`src/sfts_pkg.sv`:
```
// sfts_pkg: shared types and constants for the sensor frame timestamp syncer.
// No dependencies.
package sfts_pkg;

    localparam int unsigned HistoryDepthDefault = 128;
    localparam logic [63:0] ThresholdReset     = 64'd20000000;

    // sample kinds
    typedef enum logic [2:0] {
        FUNC_POSE  = 3'd0,
        FUNC_GYRO  = 3'd1,
        FUNC_ACCEL = 3'd2,
        FUNC_CAM0  = 3'd3,
        FUNC_CAM1  = 3'd4
    } t_func;

    // status codes
    localparam logic [1:0] STAT_NONE   = 2'd0;
    localparam logic [1:0] STAT_WITHIN = 2'd1;
    localparam logic [1:0] STAT_OUT    = 2'd2;

    // controller to datapath commands
    typedef struct packed {
        logic push;       // write motion sample into its ring
        logic cam0;       // latch camera0 info
        logic cam1;       // latch camera1 info, clear marks on match
        logic scan_start; // clear best trackers, begin scan
        logic scan_step;  // compare one slot in all three rings
        logic finish;     // compute result fields into output register
    } t_cmd;

    // datapath to controller status
    typedef struct packed {
        logic match;     // camera1 beat completes a pair
        logic scan_last; // current scan index is the last one
    } t_stat;

endpackage

```
`src/sfts_ctrl.sv`:
```
// sfts_ctrl: controller state machine and handshakes.
// Depends on sfts_pkg.
module sfts_ctrl
    import sfts_pkg::*;
(
    input  logic       i_clk,
    input  logic       i_rst_n,
    input  logic       i_valid,
    output logic       o_stall,
    input  logic [2:0] i_func,
    output logic       o_valid,
    input  logic       i_stall,
    output t_cmd       o_cmd,
    input  t_stat      i_stat
);
    typedef enum logic [2:0] {S_IDLE, S_SCAN, S_DRAIN, S_FIN, S_OUT} t_state;
    t_state r_state;
    logic   w_acc;

    assign o_stall = (r_state != S_IDLE);
    assign w_acc   = i_valid && !o_stall;

    always_comb begin
        o_cmd = '0;
        o_cmd.push       = w_acc && (i_func == FUNC_POSE || i_func == FUNC_GYRO
                                     || i_func == FUNC_ACCEL);
        o_cmd.cam0       = w_acc && i_func == FUNC_CAM0;
        o_cmd.cam1       = w_acc && i_func == FUNC_CAM1;
        o_cmd.scan_start = o_cmd.cam1 && i_stat.match;
        o_cmd.scan_step  = (r_state == S_SCAN);
        o_cmd.finish     = (r_state == S_FIN);
    end

    // state and registered valid
    always_ff @(posedge i_clk) begin
        if (!i_rst_n) begin
            r_state <= S_IDLE;
            o_valid <= 1'b0;
        end else begin
            unique case (r_state)
                S_IDLE:  if (o_cmd.scan_start) r_state <= S_SCAN;
                S_SCAN:  if (i_stat.scan_last) r_state <= S_DRAIN;
                S_DRAIN: r_state <= S_FIN;
                S_FIN: begin
                    r_state <= S_OUT;
                    o_valid <= 1'b1;
                end
                S_OUT: if (!i_stall) begin
                    r_state <= S_IDLE;
                    o_valid <= 1'b0;
                end
                default: r_state <= S_IDLE;
            endcase
        end
    end

    a_valid_in_out: assert property (@(posedge i_clk) disable iff (!i_rst_n)
        o_valid |-> r_state == S_OUT) else $error("valid outside output state");
    a_no_accept_busy: assert property (@(posedge i_clk) disable iff (!i_rst_n)
        r_state == S_SCAN |-> o_stall) else $error("accept during scan");
    a_start_scan: assert property (@(posedge i_clk) disable iff (!i_rst_n)
        o_cmd.scan_start |=> r_state == S_SCAN) else $error("scan did not start");
endmodule

```
`config.mk`:
```
export PLATFORM = sky130hd
export DESIGN_NAME = sfts_ctrl
export DESIGN_NICKNAME = d
export VERILOG_FILES = /design/src/sfts_pkg.sv /design/src/sfts_ctrl.sv
export SDC_FILE = /design/constraint.sdc
export NUM_CORES = 1
export LEC_CHECK = 0
export ABC_AREA = 1
export ABC_CLOCK_PERIOD_IN_PS = 1100
export BUFFER_PORTS_ARGS = -buffer_cell sky130_fd_sc_hd__buf_2
export CORE_AREA = 2 2 39 41
export CTS_CLUSTER_DIAMETER = 120
export DETAILED_ROUTE_END_ITERATION = 6
export DIE_AREA = 0 0 41 43
export PLACE_DENSITY = 0.45
export SETUP_SLACK_MARGIN = 0.4
export SKIP_CTS_REPAIR_TIMING = 1
export SLEW_MARGIN = 10
export SYNTH_ARGS = -nofsm -noshare
export SYNTH_HDL_FRONTEND = slang
export SYNTH_SLANG_ARGS = --single-unit
export TNS_END_PERCENT = 10
```
`constraint.sdc`:
```
create_clock -name i_clk -period 1.1 [get_ports i_clk]
set_input_delay 0 -clock i_clk [delete_from_list [all_inputs] [get_ports i_clk]]
set_output_delay 0 -clock i_clk [all_outputs]
set_load 0.05 [all_outputs]
```
==> results.md <==
* CTS Buf Count at 3
* Commonest non-fill, non-tap cell in the layout: inv_1
* Share of post-route cells with drive strength above 1 at 65.2%
* Min-delay src: i_rst_n
* Clock Skews at 0.000672 ns
* Relative slew margins at 86.0%
* Power density over the cells at 855 nW/um2
* Critical path origin: r_state[1]$_SDFFE_PN0P_
* Fin crit share at 114%
* Critical Path RT at 1.10 ns
* Post-Synthesis Cells at 43
* Outcome: finished, violations left
* Final WL at 655 um
* Critical Path Fanout Max at 3
* Synthesized area at 289 um2
* Initial Util at 20.9%
* Crit path kind: reg -> out
* Iter 0 DRT Violations at 4
* Seq cells post-synth at 4
* Synthesized area per cell at 6.72 um2
* Pins Over Slew Limit at 0
* Delay-heaviest family, CP: flip-flops
* Post-DP Area at 475 um2
* RSZ-0062 raised after global routing: yes
* Root Driver: clkbuf_4
* Distinct cells, synth at 18
* Crit path max-delay cell type: dfxtp_2
* Clock transition at the registers of the reported paths at 0.03 ns
* Area growth from synthesis to layout at 97.0%
* Port bufs at 16
* Wire length per cell at 7.71 um
* Final hold vios at 0
* YS warnings at 0
* First-pass GRT wire length at 938 um
* Crit path capture type: output port
* Die H at 43 um
* CP Launch Type: register
* HPWL Detailed at 550 um
* Leak at 0.281 nW
* Max_cap viols at 0
* Post-synth net total at 52
* DR vias at 344
* Peak supply drop at 0.546 mV
* R2R Path Start: r_state[1]$_SDFFE_PN0P_
* Design area at 569 um2
* Total gr overflow at 0
* Initial antenna violation count at 0
* Worst slack at placement at -0.0631 ns
* Most frequent cells in the layout: inv_1 (9), buf_2 (8), buf_4 (7), buf_6 (6), nand2_1 (5)
* Failing checks: setup timing
* GRT Util Overall at 8.23%
* Crit path buf inv count at 2
* Io pins at 17
* CTS sink cnt at 4
* Avg Vias per Cell at 4.05
* Reg2Reg Setup Slack at -0.02 ns
* Vias in the first global route at 271
* Max clock buf depth at 2
* Critical Path Max Stage Delay at 0.32 ns
* CP cell instances: nor2_4 -> nand2_4 -> nor2_4 -> inv_4 -> a211oi_4 -> buf_6
* Pre-antenna DRT Iters at 2
* Die Wd at 41 um
* Min Tclk post-route at 1.26 ns
* Fillers at 150
* Setup Viol. Count Final at 6
* Placement Rows at 14
* Register area share after synthesis at 27.7%
* Final Worst Setup Slack at -0.157 ns
* Die area at 1760 um2
* Antenna Cells at 0
* Placer Congestion at 0.705
* Fmax at 796 MHz
* Worst Path Arrival at 1.26 ns
* Skew-Pair Late Insertion Delay at 0.23 ns
* Worst Max-Slew Pin Slew at 0.209 ns
* Worst min path class: in -> reg
* Fin nets at 80
* Placeable core area at 1380 um2
* H-tree Lvls at 1
* CTS tree: done
* Residual DRC at 0
* Crit path top cell by count: nor2_4
* Antenna-violating nets left at 0
* Largest net degree at the start of global routing at 6
kinds of logic after synthesis:
family	synth area share [%]
AND/OR/NAND/NOR	45.9
AO/OA/AOI/OAI	10.8
flip-flops	27.7
buffers and inverters	15.6
cell usage after synthesis (all sizes together):
library cell	count	area (um2)
o21ai	1	5.00
nand4	1	6.26
inv	12	45.1
nand3	3	25.0
a211oi	1	7.51
nand2	8	42.5
nor2	8	47.6
dfxtp	4	80.1
nor4	1	6.26
nor3	1	5.00
a21oi	3	18.8
metal layers:
| layer | wire length [um] | up-vias | GRT usage [%] | part of all wire [%] |
|---|---|---|---|---|
| met2 | 302 | 11 | 11.9 | 46 |
| met1 | 285 | 145 | 8.36 | 44 |
| li1 | - | 186 | - | - |
| met4 | 10 | 0 | 6.00 | 1.5 |
| met5 | 0 | - | 0 | 0 |
| met3 | 56 | 2 | 4.71 | 8.5 |
power by group:
| group | switching [mW] | internal (mW) | leakage [nW] | total [mW] |
|---|---|---|---|---|
| logic | 0.0950 | 0.0667 | 0.234 | 0.162 |
| clock network | 0.0522 | 0.122 | 0.0138 | 0.174 |
| registers | 0.00247 | 0.149 | 0.0338 | 0.151 |
path summary, 6_finish.rpt:
check / to / depth (start not counted)
worst max-delay path: o_cmd[5] / 6
worst min-delay path: r_state[0]$_SDFFE_PN0P_ / 3
worst max register to register: r_state[0]$_SDFFE_PN0P_ / 8
worst min register to register: o_valid$_SDFFE_PN0P_ / 2
registers in the layout, indices dropped and copies added, names as in the netlist:
name	flops
o_valid	1
r_state	3
area by class of cell:
| cell class | count | area [um2] | area share (%) |
|---|---|---|---|
| clock buffers | 3 | 22.5 | 3.96 |
| inverters | 12 | 47.5 | 8.35 |
| multi-input cells | 27 | 205 | 36.0 |
| flip-flops and latches | 4 | 83.8 | 14.7 |
| well taps | 16 | 20.0 | 3.52 |
| repair buffers | 23 | 190 | 33.4 |
stage by stage:
step / TNS (ns) / util [%] / power, mW / std cells / hold slack (ns)
5_1_grt: -1.00 / 41.1 / 0.520 / 85 / 0.0495
6_report: -0.588 / 41.1 / 0.487 / 85 / 0.0439
4_1_cts: -1.23 / 36.0 / 0.477 / 84 / 0.0419
3_5_place_dp: -0.121 / 34.4 / 0.295 / 81 / 0.276
2_1_floorplan: -1.71 / - / 0.246 / 43 / 0.0629
3_3_place_gp: -0.0838 / 34.4 / 0.295 / 81 / 0.280
tightest hold or removal path, cell delays in order:
cell and delay, ns:
buf_2 0.07, inv_1 0.07, a21oi_2 0.09
Note: power is estimated with default switching activity, not from simulation.
